$ cat config.mk
export PLATFORM = sky130hd
export DESIGN_NAME = wavetable_sound_channel
export DESIGN_NICKNAME = d
export VERILOG_FILES = /design/src/design/wsc_pkg.sv /design/src/design/wavetable_sound_channel.sv
export VERILOG_INCLUDE_DIRS = /design/src /design/src/design
export SDC_FILE = /design/constraint.sdc
export NUM_CORES = 1
export LEC_CHECK = 0
export ABC_CLOCK_PERIOD_IN_PS = 11300
export BUFFER_PORTS_ARGS = -buffer_cell sky130_fd_sc_hd__buf_2
export CAP_MARGIN = 15
export CORE_MARGIN = 10
export CORE_UTILIZATION = 40
export CTS_CLUSTER_DIAMETER = 30
export CTS_CLUSTER_SIZE = 40
export DETAILED_ROUTE_END_ITERATION = 12
export SETUP_SLACK_MARGIN = 0.4
export SLEW_MARGIN = 20
export SYNTH_ARGS = -nofsm -noshare
export SYNTH_HDL_FRONTEND = slang
export SYNTH_SLANG_ARGS = --single-unit
$ cat constraint.sdc
create_clock -name clk -period 11.3 [get_ports clk]
set_input_delay 0.565 -clock clk [delete_from_list [all_inputs] [get_ports clk]]
set_output_delay 0.565 -clock clk [all_outputs]
set_load 0.1 [all_outputs]
$ cat src/design/wavetable_sound_channel_macros.svh
// ----------------------------------------------------------------------------
// wavetable sound channel assertion macros
// shared property shapes for the channel's concurrent checks
// ----------------------------------------------------------------------------
`ifndef WAVETABLE_SOUND_CHANNEL_MACROS_SVH
`define WAVETABLE_SOUND_CHANNEL_MACROS_SVH

// same-cycle implication, checked outside reset
`define WSC_ASSERT_NOW(lbl, ante, cons, msg) \
  lbl: assert property (@(posedge clk) disable iff (rst) (ante) |-> (cons)) \
    else $error(msg);

// next-cycle implication, checked outside reset
`define WSC_ASSERT_NEXT(lbl, ante, cons, msg) \
  lbl: assert property (@(posedge clk) disable iff (rst) (ante) |=> (cons)) \
    else $error(msg);

`endif

$ cat src/design/wsc_pkg.sv
// ----------------------------------------------------------------------------
// wsc_pkg
// codes, field types and the volume table of the wavetable sound channel
// ----------------------------------------------------------------------------
package wsc_pkg;

  typedef logic [2:0] action_t;
  typedef logic [2:0] reg_sel_t;

  // item kinds
  localparam action_t ACT_TICK     = 3'd0;
  localparam action_t ACT_LENGTH   = 3'd1;
  localparam action_t ACT_REG_WR   = 3'd2;
  localparam action_t ACT_DISABLE  = 3'd3;
  localparam action_t ACT_WAVE_WR  = 3'd4;

  // register selects
  localparam reg_sel_t REG_ENABLE    = 3'd0;
  localparam reg_sel_t REG_LENGTH    = 3'd1;
  localparam reg_sel_t REG_LEVEL     = 3'd2;
  localparam reg_sel_t REG_FREQ_LO   = 3'd3;
  localparam reg_sel_t REG_FREQ_CTRL = 3'd4;

  localparam int unsigned WAVE_DEPTH = 32;
  localparam int unsigned WAVE_AW    = 5;

  // volume multiplier: three quarters overrides the 2-bit code
  function automatic logic [2:0] level_factor(input logic [1:0] vol, input logic force_tq);
    logic [2:0] f;
    if (force_tq) begin
      f = 3'd3;
    end else begin
      unique case (vol)
        2'd0: f = 3'd0;
        2'd1: f = 3'd4;
        2'd2: f = 3'd2;
        2'd3: f = 3'd1;
        default: f = 3'd0;
      endcase
    end
    return f;
  endfunction

endpackage

$ cat src/design/wavetable_sound_channel.sv
// ----------------------------------------------------------------------------
// wavetable sound channel
// two-bank 4-bit wave player with length counter and volume scaling
// ----------------------------------------------------------------------------
// usage:
//   the slave channel (s_*) takes one event per transfer: a sample tick, a
//   length clock, a register byte write, a disable, or a wave memory byte
//   write. the kind and register select ride in s_tuser, the byte and wave
//   address in s_tdata.
//   the master channel (m_*) returns exactly one result per event: the scaled
//   signed sample level, the channel-on flag, the 11-bit period code for an
//   external tick timer, and the bank being played.
// timing:
//   an event is held in an input register; when it is applied to the channel
//   state, its result is written to the output register and m_tvalid rises.
//   one event per cycle is sustained while m_tready stays high; the only
//   work per event is one wave memory read and a small multiply.
// stalls:
//   while m_tready is low one more event is taken into the input register,
//   then s_tready drops until the waiting result is transferred.
// reset:
//   rst clears all control state and the 32-byte wave memory at once; the
//   block is ready in the first cycle after reset.
// ----------------------------------------------------------------------------
`include "wavetable_sound_channel_macros.svh"

module wavetable_sound_channel #(
  parameter int unsigned SAMPLES_PER_BANK = 32
) (
  input  logic        clk,
  input  logic        rst,
  // event input
  input  logic        s_tvalid,
  output logic        s_tready,
  input  logic [15:0] s_tdata,  // [7:0] write_data, [12:8] wave_address, rest zero
  input  logic [5:0]  s_tuser,  // [2:0] action, [5:3] register_select
  // result output
  output logic        m_tvalid,
  input  logic        m_tready,
  output logic [23:0] m_tdata   // [7:0] sample_out, [8] channel_enabled,
                                // [19:9] period_code, [20] playing_bank, rest zero
);
  import wsc_pkg::*;

  localparam int unsigned PW = $clog2(SAMPLES_PER_BANK);
  localparam logic [PW:0] POS_WRAP = (PW + 1)'(SAMPLES_PER_BANK);

  // input register
  logic                in_valid;
  action_t             in_action;
  reg_sel_t            in_sel;
  logic [7:0]          in_data;
  logic [WAVE_AW-1:0]  in_addr;

  // output register
  logic                out_valid;
  logic [23:0]         out_data;

  // channel state
  logic [7:0]          wave_mem [WAVE_DEPTH];
  logic [PW-1:0]       position, position_next;
  logic [3:0]          nibble, nibble_next;
  logic                channel_on, channel_on_next;
  logic                dac_on, dac_on_next;
  logic                two_bank, two_bank_next;
  logic                bank_sel, bank_sel_next;
  logic [7:0]          length_reload, length_reload_next;
  logic [7:0]          length_count, length_count_next;
  logic [1:0]          volume, volume_next;
  logic                force_tq, force_tq_next;
  logic [10:0]         freq, freq_next;
  logic                length_en, length_en_next;

  logic                advance;
  logic                step;
  logic                s_accept;

  logic [WAVE_AW-1:0]  fetch_addr;
  logic [7:0]          fetch_pair;
  logic [PW:0]         pos_inc;
  logic [2:0]          factor;
  logic signed [4:0]   centered;
  logic signed [7:0]   scaled;
  logic signed [7:0]   sample;

  // handshake: the output register frees up when empty or taken
  assign advance  = !out_valid || m_tready;
  assign s_tready = !in_valid || advance;
  assign s_accept = s_tvalid && s_tready;
  assign step     = in_valid && advance;

  assign m_tvalid = out_valid;
  assign m_tdata  = out_data;

  always_ff @(posedge clk) begin
    if (rst) begin
      in_valid <= 1'b0;
    end else begin
      in_valid <= s_accept || (in_valid && !advance);
    end
  end

  always_ff @(posedge clk) begin
    if (s_accept) begin
      in_action <= s_tuser[2:0];
      in_sel    <= s_tuser[5:3];
      in_data   <= s_tdata[7:0];
      in_addr   <= s_tdata[12:8];
    end
  end

  // wave fetch: high nibble on even positions, bank offset wraps mod 32
  assign fetch_addr = {bank_sel, 4'b0000} + WAVE_AW'(position[PW-1:1]);
  assign fetch_pair = wave_mem[fetch_addr];
  assign pos_inc    = {1'b0, position} + {{PW{1'b0}}, 1'b1};

  always_comb begin
    position_next      = position;
    nibble_next        = nibble;
    channel_on_next    = channel_on;
    dac_on_next        = dac_on;
    two_bank_next      = two_bank;
    bank_sel_next      = bank_sel;
    length_reload_next = length_reload;
    length_count_next  = length_count;
    volume_next        = volume;
    force_tq_next      = force_tq;
    freq_next          = freq;
    length_en_next     = length_en;

    unique case (in_action)
      ACT_TICK: begin
        if (channel_on && dac_on) begin
          nibble_next = position[0] ? fetch_pair[3:0] : fetch_pair[7:4];
        end else begin
          nibble_next = 4'd0;
        end
        if (pos_inc >= POS_WRAP) begin
          position_next = '0;
          if (two_bank) begin
            bank_sel_next = !bank_sel;
          end
        end else begin
          position_next = pos_inc[PW-1:0];
        end
      end
      ACT_LENGTH: begin
        if (length_en && (length_count != 8'd0)) begin
          length_count_next = length_count - 8'd1;
          if (length_count == 8'd1) begin
            channel_on_next = 1'b0;
          end
        end
      end
      ACT_REG_WR: begin
        unique case (in_sel)
          REG_ENABLE: begin
            two_bank_next = in_data[5];
            bank_sel_next = in_data[6];
            dac_on_next   = in_data[7];
          end
          REG_LENGTH: begin
            length_reload_next = in_data;
          end
          REG_LEVEL: begin
            volume_next   = in_data[6:5];
            force_tq_next = in_data[7];
          end
          REG_FREQ_LO: begin
            freq_next = {freq[10:8], in_data};
          end
          REG_FREQ_CTRL: begin
            freq_next      = {in_data[2:0], freq[7:0]};
            length_en_next = in_data[6];
            // trigger restarts playback, even with the dac off
            if (in_data[7]) begin
              channel_on_next   = 1'b1;
              position_next     = '0;
              length_count_next = length_reload;
            end
          end
          default: begin
          end
        endcase
      end
      ACT_DISABLE: begin
        length_count_next = 8'd0;
        channel_on_next   = 1'b0;
      end
      default: begin
      end
    endcase
  end

  // level = (nibble - 8) * 4 * factor, from the updated state
  assign factor   = level_factor(volume_next, force_tq_next);
  assign centered = $signed({1'b0, nibble_next}) - 5'sd8;
  assign scaled   = $signed({{3{centered[4]}}, centered}) * $signed({5'b00000, factor});
  assign sample   = scaled <<< 2;

  always_ff @(posedge clk) begin
    if (rst) begin
      position      <= '0;
      nibble        <= 4'd0;
      channel_on    <= 1'b0;
      dac_on        <= 1'b0;
      two_bank      <= 1'b0;
      bank_sel      <= 1'b0;
      length_reload <= 8'd0;
      length_count  <= 8'd0;
      volume        <= 2'd0;
      force_tq      <= 1'b0;
      freq          <= 11'd0;
      length_en     <= 1'b0;
    end else if (step) begin
      position      <= position_next;
      nibble        <= nibble_next;
      channel_on    <= channel_on_next;
      dac_on        <= dac_on_next;
      two_bank      <= two_bank_next;
      bank_sel      <= bank_sel_next;
      length_reload <= length_reload_next;
      length_count  <= length_count_next;
      volume        <= volume_next;
      force_tq      <= force_tq_next;
      freq          <= freq_next;
      length_en     <= length_en_next;
    end
  end

  // wave memory: cleared by reset, one byte written per wave write event
  always_ff @(posedge clk) begin
    if (rst) begin
      for (int i = 0; i < WAVE_DEPTH; i++) begin
        wave_mem[i] <= 8'd0;
      end
    end else if (step && (in_action == ACT_WAVE_WR)) begin
      wave_mem[in_addr] <= in_data;
    end
  end

  always_ff @(posedge clk) begin
    if (rst) begin
      out_valid <= 1'b0;
    end else if (advance) begin
      out_valid <= in_valid;
    end
  end

  always_ff @(posedge clk) begin
    if (step) begin
      out_data <= {3'b000, bank_sel_next, freq_next, channel_on_next, sample};
    end
  end

  // checks
  `WSC_ASSERT_NOW(a_skid_full_blocks, in_valid && out_valid && !m_tready, !s_tready,
    "input taken while both stages are full")
  `WSC_ASSERT_NEXT(a_disable_stops, step && (in_action == ACT_DISABLE),
    !channel_on && (length_count == 8'd0), "disable left the channel running")
  `WSC_ASSERT_NEXT(a_trigger_starts,
    step && (in_action == ACT_REG_WR) && (in_sel == REG_FREQ_CTRL) && in_data[7],
    channel_on && (position == '0), "trigger did not restart playback")
  `WSC_ASSERT_NEXT(a_silent_tick, step && (in_action == ACT_TICK) && !(channel_on && dac_on),
    nibble == 4'd0, "tick with channel or dac off fetched a sample")
  `WSC_ASSERT_NEXT(a_result_follows_step, step, m_tvalid,
    "processed event produced no result")

endmodule
Word level (Yosys, flattened, before mapping)
Memories as Yosys holds them, arrays and structs flattened.
Index checks and enable logic that the tools add are counted.
{"block": "totals", "ff_bits": 84, "ram_bits": 256, "input_bits": 26, "out_inout_bits": 26, "elab_cells": 102, "memories": 1}
{"name": "wave_mem", "words": 32, "word_bits": 8, "rd": 1, "rd_clocked_by_memory_dff": 0, "wr": 32, "line": "wavetable_sound_channel.sv:60", "text": "logic [7:0] wave_mem [WAVE_DEPTH];"}
{"block": "classes", "n_addsub": 4, "mul": 1, "order_cmp": 1, "eq_ne": 15, "n_mux": 36, "reduce_logical": 25}
{"cell": "2-to-1 mux 8 bit", "count": 4}
{"cell": "one-hot mux 8 bit (3 select lines)", "count": 1}
{"cell": "one-hot mux 11 bit (2 select lines)", "count": 1}
{"cell": "2-to-1 mux 5 bit", "count": 4}
{"cell": "2-to-1 mux 1 bit", "count": 15}
{"cell": "== test 3 x 2 -> 1 bit (second input constant)", "count": 4}
{"cell": "2-to-1 mux 4 bit", "count": 3}
{"cell": "one-hot mux 3 bit (4 select lines)", "count": 1}
{"cell": "2-to-1 mux 11 bit", "count": 1}
{"cell": "one-hot mux 5 bit (2 select lines)", "count": 1}
{"cell": "AND reduction 3 bit", "count": 3}
{"cell": "== test 8 x 1 -> 1 bit (second input constant)", "count": 1}
{"cell": "nonzero test 8 bit", "count": 1}
{"cell": "OR reduction 8 bit", "count": 1}
{"cell": "subtractor 8 x 1 -> 8 bit (second input constant)", "count": 1}
{"cell": "adder 5 x 1 -> 6 bit (second input constant)", "count": 1}
{"cell": "== test 3 x 1 -> 1 bit (second input constant)", "count": 2}
{"cell": "== test 3 bit (second input constant)", "count": 2}
{"cell": "greater-or-equal comparator 6 bit (second input constant)", "count": 1}
{"cell": "logical AND 1 bit", "count": 6}
{"cell": "logical NOT 3 bit", "count": 2}
{"cell": "multiplier 5 x 4 -> 6 bit", "count": 1}
{"cell": "!= test 2 bit (second input constant)", "count": 3}
{"cell": "adder 5 x 4 -> 5 bit", "count": 1}
{"cell": "14 further kinds", "count": 21}

Logic depth before layout (Yosys ltp)
Gate-level depths: netlist (run 1).
{"block": "logic_depth", "depth_word": 9, "ltp_mapped": 19, "ltp_nobuf": 15}

Worst setup path before layout (run 1)
No wires, ideal clock.
{"block": "synth_path", "path_type": "register to register", "from": "reg position[1]", "to": "reg out_data[7], in the netlist m_tdata[7], data pin", "setup_time_ps": 262, "t_arrival_ps": 3747, "t_required_ps": 11038, "setup_slack_ps": 7292, "stages_incl_launch_ff": 18, "path_buffers": 2, "period_less_slack_ps": 4008, "path_cell_list": "dfxtp_1 -> buf_6 -> buf_6 -> mux4_1 -> mux2_2 -> nor4_1 -> a211oi_1 -> a221oi_2 -> nor2_1 -> ha_1 -> inv_1 -> fa_1 -> inv_1 -> ha_1 -> a21o_1 -> a21oi_1 -> xnor2_1 -> xnor2_1"}
{"block": "synth_between", "elab_chain_len": 7}
{"item": "start, declared", "line": "wavetable_sound_channel.sv:61", "text": "logic [PW-1:0] position, position_next;"}
{"item": "start signal, assigned", "line": "wavetable_sound_channel.sv:216", "text": "position <= position_next;"}
{"item": "adder 5 x 4 -> 5 bit", "line": "wavetable_sound_channel.sv:113", "text": "assign fetch_addr = {bank_sel, 4'b0000} + WAVE_AW'(position[PW-1:1]);"}
{"item": "memory (32 x 8 bit)"}
{"item": "2-to-1 mux 4 bit", "line": "wavetable_sound_channel.sv:134", "text": "nibble_next = position[0] ? fetch_pair[3:0] : fetch_pair[7:4];"}
{"item": "2-to-1 mux 4 bit", "line": "wavetable_sound_channel.sv:133", "text": "if (channel_on && dac_on) begin"}
{"item": "2-to-1 mux 4 bit", "line": "wavetable_sound_channel.sv:131", "text": "unique case (in_action)"}
{"item": "subtractor 4 x 4 -> 5 bit", "line": "wavetable_sound_channel.sv:197", "text": "assign centered = $signed({1'b0, nibble_next}) - 5'sd8;"}
{"item": "multiplier 5 x 4 -> 6 bit", "line": "wavetable_sound_channel.sv:198", "text": "assign scaled = $signed({{3{centered[4]}}, centered}) * $signed({5'b00000, factor});"}
{"item": "net scaled[5]", "line": "wavetable_sound_channel.sv:83", "text": "logic signed [7:0] scaled;"}
{"item": "end signal, assigned", "line": "wavetable_sound_channel.sv:252", "text": "out_data <= {3'b000, bank_sel_next, freq_next, channel_on_next, sample};"}
{"item": "end, declared", "line": "wavetable_sound_channel.sv:57", "text": "logic [23:0] out_data;"}
The timed path passes the listed nets, and every way through them passes these cells.
A chain may end at the register's enable or synchronous reset.

Worst setup path in the final report (run 1)
{"block": "layout_path", "from": "reg position[2]", "to": "reg out_data[7], in the netlist m_tdata[7], data pin"}
Same word-level chain as after synthesis.

==> metrics, run 1 <==
status=finished, final reports clean; 1st-iter DRT viols=about 620; final setup fails=0; NumNets Final=roughly 1,400; Synthesis Warnings=0; largest net degree at the start of global routing=47; routed vias/inst=between 5 and 6; WS Path Type=reg -> reg; top fanout value on the critical path=39; cells after synthesis=between 1,000 and 1,500; Synth Cell Area=0.0160 sq mm; Yosys cell types=60; unrepaired setup endpoints after global routing=no; global routing's busiest layer=met2; drt pass-1 iters=5; global-route met1 utilization=0.206; drt wl/cell=20.4 um; Tcrit/Tclk final=0.474; # DRC=0; Num CTS Buffers=77; met3 GRT Util=0.0341; Post-synth top flop=edfxtp_1; Buffers on Ports=43; post-cts sizing count=0; LEAKAGE=7.02 nW; Post-synth ARST share=0; total chip power=about 3.8 mW; placed cell area=between 0.015 and 0.02 sq mm; CTS clk-pin slew, worst paths=about 0.040 ns; Global Route met2 Usage=0.267; Power Dens Cells=between 150 and 200 mW/mm^2; max_cap viols=0; grt ovf=0; Max Fclk=187 MHz; Final Cell Area=slightly below 0.02 sq mm; htree depth=3; crit path launch type=register; Initial Util=0.404; clock root buffer=clkbuf_16; Seq/Total Area, Yosys=0.609; Synth Area per Inst=approximately 13 sq um; Placeable Area=a little under 0.04 sq mm; Synth Register Bits=340; Final Hold Fails=0; FF-to-FF Start=position[2]; Setup Fix Bufs, Post-CTS=0; clk sinks=340; Die W=220 um; critical path capture point type=register; first-pass GRT wire length=59,300 um; CP Launch Point=position[2]; Peak VDD IR=between 0.1 and 0.15 mV; worst clock skew=roughly 0.025 ns; Final Max Tran Viols=0; vias in the first global route=slightly above 10,000; Tmin final=around 5.4 ns; CTS tree=done; Worst R2R End=m_tdata[7]; CTS Hold Bufs=0; slew margin rel.=0.284; worst-skew pair later-pin latency=0.59 ns; Post-DRT Antenna Nets=0; area grow syn2layout=20.8%; most common cell after layout, fill and taps aside=edfxtp_1; FF-to-FF path depth=16; Row Count=73; ratio of cells with drive above 1 in the final layout=0.186; Worst setup endpoint=m_tdata[7]; WP data arrival=about 5.7 ns; most frequent cells in the layout=294 x edfxtp_1, 259 x and2_1, 121 x nor2_1; number of synthesized flops with an enable pin=between 200 and 300; setup TNS=0 ns; Ant. Diodes=0; worst hold path type=in -> reg; DIE AREA=just under 0.05 sq mm; DIE HEIGHT=~220 um; vias post-DR=between 9,000 and 10,000; Post-DP HPWL=~24,000 um; Clock Path Buffers=3; IO Pins=between 50 and 60; GRT Util Overall=0.162; initial antenna violation count=0; GP Congestion=between 0.8 and 0.9; Worst Path Required=around 12 ns; DRT Wirelength=between 30,000 and 40,000 um; R2R setup slack=5.94 ns; Worst Tran Pin Value=about 1.1 ns
==> worst max-delay path, stage by stage, from the launching register on <==
cell,delay (ns)
dfxtp_4,0.70
buf_4,0.60
nand3b_1,0.39
o22ai_1,0.21
nor4_1,0.63
nand3_1,0.33
a311oi_2,0.50
nor2_1,0.11
ha_1,0.19
inv_1,0.06
fa_1,0.40
inv_1,0.11
ha_1,0.24
a21o_1,0.17
a21oi_1,0.17
xnor2_1,0.15
xnor2_1,0.09
==> metal layers <==
layer,wire length [um],share of wire,up-vias
li1,-,-,4688
met1,16600,0.43,4931
met2,19100,0.49,271
met3,1960,0.051,77
met4,1020,0.026,0
met5,0,0,-
==> sequential cells by signal, summed over array words and instances, names as in the netlist, 2 cells and up <==
name / cells
freq: 11
in_action: 3
in_addr: 5
in_data: 8
in_sel: 3
length_count: 8
length_reload: 8
m_tdata: 19
nibble: 4
position: 5
volume: 2
wave_mem: 256
==> cells in the mapped netlist, drive strengths merged, types with 6 or more instances <==
master	instances	area, sq um
edfxtp	294	8830
and2	259	1620
nor2	121	454
mux2i	73	731
o21ai	54	270
clkbuf	52	195
dfxtp	46	921
mux4	37	878
buf	30	248
a21oi	29	145
nand2	29	109
mux2	22	248
nor3	21	116
nand3	16	80.1
inv	15	56.3
nor4	14	87.6
o22ai	14	87.6
ha	12	150
nand3b	9	67.6
a211oi	8	60.1
nor4b	8	76.3
and3	6	37.5
==> layout make-up <==
| type | count | area, sq um |
|---|---|---|
| clock buffer | 96 | 2060 |
| clock inverter | 43 | 523 |
| fill | 3455 | 20300 |
| inverter | 16 | 60.1 |
| multi-input combinational | 796 | 5760 |
| sequential | 340 | 9760 |
| tap | 525 | 657 |
| timing repair buffer | 81 | 500 |
==> worst min path at each step <==
stage / from / end / slack (ns) / cells past startpoint
3_5_place_dp: freq[8] / freq[8] / 0.45 / 2
3_3_place_gp: force_tq / force_tq / 0.44 / 2
5_1_grt: s_tdata[11] / in_addr[3] / 0.14 / 1
4_1_cts: s_tdata[11] / in_addr[3] / 0.13 / 1
2_1_floorplan: force_tq / force_tq / 0.43 / 2
6_report: s_tdata[10] / in_addr[2] / 0.16 / 1
==> stage by stage <==
stage / hold slack, ns / utilization / setup slack [ns] / std cells
CTS: 0.130 / 0.487 / 6.01 / 1897
detailed placement: 0.453 / 0.422 / 6.02 / 1758
global placement: 0.440 / 0.422 / 6.08 / 1758
finish: 0.159 / 0.487 / 5.94 / 1897
global route: 0.140 / 0.487 / 5.64 / 1897
floorplan: 0.433 / - / 7.29 / 1234
==> where the power goes <==
group / internal [mW] / switching [mW] / total [mW]
Sequential: 1.41 / 0.0150 / 1.42
Clock: 1.53 / 0.668 / 2.20
Combinational: 0.0372 / 0.114 / 0.151
Total: 2.97 / 0.797 / 3.77
==> kinds of logic after synthesis <==
kind of cell	synth area share
DFF	0.609
other	0.000234
xor gates and xnor gates	0.00219
AOI/OAI and AO/OA	0.0529
muxes	0.116
and+or+nand+nor	0.175
adders and majority gates	0.0131
buffers and inverters	0.0314
(Power assumes the default switching activity.)
==> run 2: changes to the inputs <==
--- a/config.mk
+++ b/config.mk
@@ -6,7 +6,7 @@
 export SDC_FILE = /design/constraint.sdc
 export NUM_CORES = 1
 export LEC_CHECK = 0
-export ABC_CLOCK_PERIOD_IN_PS = 11300
+export ABC_CLOCK_PERIOD_IN_PS = 4850
 export BUFFER_PORTS_ARGS = -buffer_cell sky130_fd_sc_hd__buf_2
 export CAP_MARGIN = 15
 export CORE_MARGIN = 10
==> constraint.sdc (replaced) <==
create_clock -name clk -period 4.85 [get_ports clk]
set_input_delay 0.2425 -clock clk [delete_from_list [all_inputs] [get_ports clk]]
set_output_delay 0.2425 -clock clk [all_outputs]
set_load 0.1 [all_outputs]
==> metrics, run 2 (same netlist as run 1, synthesis figures left out) <==
first-pass GRT wire length=roughly 62,000 um; slew margin rel.=0.345; drt pass-1 iters=5; Clock Path Buffers=3; DIE HEIGHT=220 um; Reg power frac=0.373; combinational cell fraction of total power=0.042; Tmin final=around 4.3 ns; clock root buffer=clkbuf_16; Row Count=73; DRT Wirelength=slightly above 40,000 um; CTS tree=done; Int Pwr=~7 mW; met3 GRT Util=0.0347; FF-to-FF Start=position[1]; CP Launch Point=position[1]; vias post-DR=10,400; CTS clk-pin slew, worst paths=roughly 0.04 ns; final setup fails=0; drt wl/cell=21.3 um; Clock power frac=0.585; WS Path Type=reg -> reg; Final Core Density=0.510; Biggest register=wave_mem; routed vias/inst=~5.3; worst clock skew=between 0.02 and 0.03 ns; worst hold path type=in -> reg; WP data arrival=about 4.6 ns; Ant. Diodes=0; status=finished, final reports clean; setup TNS=0 ns; Peak VDD IR=0.396 mV; global routing's busiest layer=met2; clk sinks=340; area grow syn2layout=26.3%; R2R setup slack=between 0.5 and 0.6 ns; DIE AREA=between 0.04 and 0.05 sq mm; # DRC=0; Worst Hold Launch=rst; top fanout value on the critical path=5; GRT Util Overall=0.169; FF-to-FF path depth=19; worst-skew pair later-pin latency=0.59 ns; Post-DP HPWL=25,200 um; grt ovf=0; Die W=220 um; Power Dens Cells=roughly 440 mW/mm^2; Num CTS Buffers=between 70 and 80; IO Pins=52; critical path capture point type=register; Final Max Tran Viols=0; 1st-iter DRT viols=860; total chip power=8.89 mW; initial antenna violation count=0; NumNets Final=~1,400; htree depth=3; largest net degree at the start of global routing=46; vias in the first global route=10,500; placed cell area=about 0.017 sq mm; ratio of cells with drive above 1 in the final layout=0.233; most common cell after layout, fill and taps aside=edfxtp_1; Final Cell Area=0.0202 sq mm; Worst setup endpoint=m_tdata[7]; unrepaired setup endpoints after global routing=no; Filler cells=between 3,000 and 4,000; Tcrit/Tclk final=0.888; Max Fclk=232 MHz; Global Route met2 Usage=0.273; crit path launch type=register; global-route met1 utilization=0.215; switching power=1.98 mW; most frequent cells in the layout=294 x edfxtp_1, 259 x and2_1, 121 x nor2_1; Worst R2R End=m_tdata[7]; Worst Path Required=roughly 5.2 ns; Buffers on Ports=43; GP Congestion=between 0.8 and 0.9; max_cap viols=0; switching part of the total=0.223; Placeable Area=about 0.040 sq mm; Final Hold Fails=0; Initial Util=0.404; LEAKAGE=~7.3 nW; Post-DRT Antenna Nets=0; Worst Tran Pin Value=0.972 ns; max FFs per register=between 200 and 300
-- run 2: cell count changes in the layout (fill, tap and decap cells not counted), moves of 6 or more --
cell / before / now
nor4_4: 0 / 6
buf_4: 38 / 57
o21ai_0: 43 / 34
clkbuf_1: 16 / 5
clkinv_4: 1 / 8
dlygate4sd3_1: 0 / 21
buf_12: 0 / 7
o21ai_1: 11 / 20
clkinvlp_4: 5 / 11
nor4_1: 14 / 6
-- run 2: worst max-delay path: stages, from the launching register on --
cell      delay (ns)
dfxtp_4         0.41
buf_8           0.14
buf_12          0.12
buf_4           0.14
mux4_2          0.54
mux2_4          0.32
nor4_4          0.19
nor4_2          0.10
a221oi_2        0.30
buf_4           0.18
nor2_1          0.04
ha_1            0.21
inv_1           0.07
fa_1            0.43
inv_2           0.11
ha_4            0.20
a21o_1          0.18
a21oi_2         0.13
xnor2_1         0.14
xnor2_1         0.08
-- run 2: how the worst min path moves through the flow --
stage                             endpoint  slack [ns]  depth (start not counted)
after floorplan               in_action[0]        0.34                          0
after global placement          in_data[0]        0.42                          1
after detailed placement        in_data[5]        0.42                          1
after CTS                 length_reload[0]        0.24                          3
after global routing                dac_on        0.28                          3
final                     length_reload[0]        0.25                          3
-- run 2: area by class of cell --
type                            count  area (sq um)  area share
Multi-Input combinational cell    796          6020       0.298
Clock inverter                     57           649      0.0321
Inverter                           16          60.1     0.00297
Clock buffer                       83          1970      0.0975
Tap cell                          525           657      0.0325
Sequential cell                   340          9760       0.483
Timing Repair Buffer              135          1100      0.0544
-- run 2: through the flow --
step	setup slack (ns)	std cells	hold slack, ns
floorplan	0.842	1234	0.341
global route	0.357	1952	0.277
CTS	0.400	1938	0.240
global placement	0.269	1774	0.419
detailed placement	0.264	1774	0.421
finish	0.545	1952	0.252
-- run 2: timing repair --
action,in CTS,in global routing
hold buffers,21,0
pin swaps,0,14
setup buffers,3,12
endpoints found under the hold margin,21,0
resized for setup,0,55
gates cloned,0,0
endpoints found under the setup margin,1,1
-- run 2: per-layer routing --
layer,wire [um],share of wire
met5,0,0
met2,20200,0.49
met1,17600,0.42
met4,1290,0.031
met3,2470,0.059
-- run 2: power groups by stage --
stage | Clock (mW) | Combinational, mW | Sequential (mW)
3_5_place_dp | 0 | 0.352 | 3.37
6_report | 5.20 | 0.378 | 3.31
2_1_floorplan | 0 | 0.181 | 3.41
4_1_cts | 5.25 | 0.367 | 3.32
5_1_grt | 5.41 | 0.405 | 3.32
3_3_place_gp | 0 | 0.348 | 3.36
==> run 3: changes to the inputs <==
--- a/config.mk
+++ b/config.mk
@@ -6,9 +6,10 @@
 export SDC_FILE = /design/constraint.sdc
 export NUM_CORES = 1
 export LEC_CHECK = 0
-export ABC_CLOCK_PERIOD_IN_PS = 4850
+export ABC_CLOCK_PERIOD_IN_PS = 4500
 export BUFFER_PORTS_ARGS = -buffer_cell sky130_fd_sc_hd__buf_2
 export CAP_MARGIN = 15
+export CORE_ASPECT_RATIO = 0.5
 export CORE_MARGIN = 10
 export CORE_UTILIZATION = 40
 export CTS_CLUSTER_DIAMETER = 30
==> constraint.sdc (replaced) <==
create_clock -name clk -period 4.5 [get_ports clk]
set_input_delay 0.225 -clock clk [delete_from_list [all_inputs] [get_ports clk]]
set_output_delay 0.225 -clock clk [all_outputs]
set_load 0.1 [all_outputs]
==> metrics, run 3 (same netlist as run 1, synthesis figures left out) <==
status=finished, final reports clean; Int Pwr=between 6 and 7 mW; unrepaired setup endpoints after global routing=yes; worst path bufs/invs=7; routed wl met3=just over 3000 um; Power Dens Cells=between 400 and 500 mW/mm^2; Row Count=51; Tcrit/Tclk final=0.955; drt wl/cell=21.4 um; top fanout value on the critical path=6; total chip power=7.95 mW; Reg power frac=0.448; Num CTS Buffers=a little over 50; Final Hold Fails=0; # DRC=0; Worst Tran Pin Value=between 0.8 and 0.9 ns; crit-path most repeated cell=buf_4; Worst Path Required=approximately 4.8 ns; Crit path largest cell delay=around 0.55 ns; htree depth=2; Initial Util=0.408; Post-DP HPWL=between 20,000 and 30,000 um; WP data arrival=around 4.6 ns; M1 WL=between 15,000 and 20,000 um; CTS clk-pin slew, worst paths=approximately 0.060 ns; Final Max Tran Viols=0; NumNets Final=between 1,000 and 1,500; vias post-DR=between 10,000 and 15,000; drt pass-1 iters=5; worst-skew pair later-pin latency=0.58 ns; combinational cell fraction of total power=0.052; worst hold path type=in -> reg; vias in the first global route=around 11,000; WS Path Type=reg -> reg; Clock power frac=0.500; grt ovf=0; final setup fails=0; largest net degree at the start of global routing=46; most frequent cells in the layout=294 x edfxtp_1, 259 x and2_1, 120 x nor2_1; Final Cell Area=around 0.020 sq mm; switching part of the total=0.227; Post-DRT Antenna Nets=0; initial antenna violation count=0; clk sinks=340; worst clock skew=roughly 0.031 ns; CP Cell Sequence=buf_12 -> buf_12 -> mux4_2 -> mux2_4 -> nor4_4 -> buf_4 -> a211oi_4 -> a221oi_4 -> nor2_1 -> ha_1 -> inv_1 -> fa_1 -> inv_2 -> buf_4 -> buf_4 -> fa_2 -> xor2_1; LEAKAGE=approximately 7.2 nW; Tmin final=roughly 4.3 ns; Buffers on Ports=between 40 and 50; Top delay family on crit path=adder cells; Die W=a little over 300 um; slew margin rel.=0.416; Biggest register=wave_mem; ratio of cells with drive above 1 in the final layout=0.235; GRT Util Overall=0.170; switching power=1.81 mW; IO Pins=52; area grow syn2layout=22.7%; GP Congestion=around 0.9; first-pass GRT wire length=around 64,000 um; CTS tree=done; most common cell after layout, fill and taps aside=edfxtp_1; Clock Path Buffers=3; Max Fclk=roughly 230 MHz; DR top layer=met4; Filler cells=between 3,000 and 4,000; DRT Wirelength=41,900 um; max_cap viols=0; setup TNS=0 ns; DIE HEIGHT=161 um; clock root buffer=clkbuf_16; DIE AREA=about 0.049 sq mm; Peak VDD IR=between 0.2 and 0.3 mV; Placeable Area=between 0.03 and 0.04 sq mm; met2 wire length=between 15,000 and 20,000 um; 1st-iter DRT viols=approximately 1,100; placed cell area=about 0.017 sq mm; crit path launch type=register; critical path capture point type=register; routed vias/inst=roughly 5.4; Slowest cell on crit path=mux4_2; max FFs per register=between 200 and 300
==> run 3: cell count changes in the layout (fill, tap and decap cells not counted), moves of 6 or more <==
cell	previous run	this run
buf_4	57	105
clkinvlp_4	11	5
o21ai_1	20	11
bufinv_16	11	4
clkbuf_16	78	56
o21ai_0	34	40
clkinv_1	12	5
==> run 3: layer usage <==
layer | track usage | vias to the layer above
met5 | 0 | -
met4 | 0.0491 | 0
met3 | 0.0356 | 81
met2 | 0.278 | 380
met1 | 0.225 | 5255
li1 | - | 4835
==> run 3: area by class of cell <==
| class | instances | area [sq um] | share of cell area |
|---|---|---|---|
| multi-input combinational | 796 | 5980 | 0.305 |
| timing repair buffer | 180 | 1420 | 0.0723 |
| clock inverter | 31 | 300 | 0.0153 |
| inverter | 16 | 60.1 | 0.00306 |
| tap | 530 | 663 | 0.0338 |
| clock buffer | 64 | 1440 | 0.0734 |
| sequential | 340 | 9760 | 0.497 |
| antenna | 1 | 2.50 | 0.000128 |
==> run 3: worst paths after layout <==
check,startpoint,depth (start not counted),endpoint,slack [ns]
worst max register to register,position[1],17,m_tdata[6],0.20
worst max-delay path,position[1],17,m_tdata[6],0.20
worst min register to register,force_tq,2,force_tq,0.46
worst min-delay path,rst,3,two_bank,0.26
==> run 3: metrics by stage <==
step | cells | util | setup WS, ns | hold WS, ns
global route | 1957 | 0.501 | 0.0278 | 0.278
finish | 1958 | 0.501 | 0.204 | 0.265
floorplan | 1234 | - | 0.492 | 0.324
global placement | 1822 | 0.440 | 0.0199 | 0.403
CTS | 1944 | 0.495 | 0.204 | 0.245
detailed placement | 1822 | 0.440 | -0.0127 | 0.403
==> run 3: worst register-to-register path, cell delays in order, from the launching register on <==
cell and delay [ns]:
dfxtp_4 0.36, buf_12 0.11, buf_12 0.12, mux4_2 0.55, mux2_4 0.32, nor4_4 0.33
buf_4 0.18, a211oi_4 0.04, a221oi_4 0.33, nor2_1 0.09, ha_1 0.28, inv_1 0.04
fa_1 0.52, inv_2 0.06, buf_4 0.13, buf_4 0.12, fa_2 0.32, xor2_1 0.15
==> run 3: what timing repair did <==
item                                   in CTS  in global routing
setup buffers                               5                 12
hold buffers                               21                  0
gates resized for setup                    24                 32
pin swaps                                   2                 20
gates cloned                                1                  0
setup endpoints to repair                   3                  3
endpoints found under the hold margin      21                  0
==> run 3: power groups by stage <==
stage	Clock, mW	Combinational (mW)	Sequential (mW)
floorplan	0	0.195	3.67
global placement	0	0.381	3.62
detailed placement	0	0.389	3.63
CTS	4.01	0.406	3.57
global route	4.17	0.438	3.58
finish	3.97	0.412	3.57
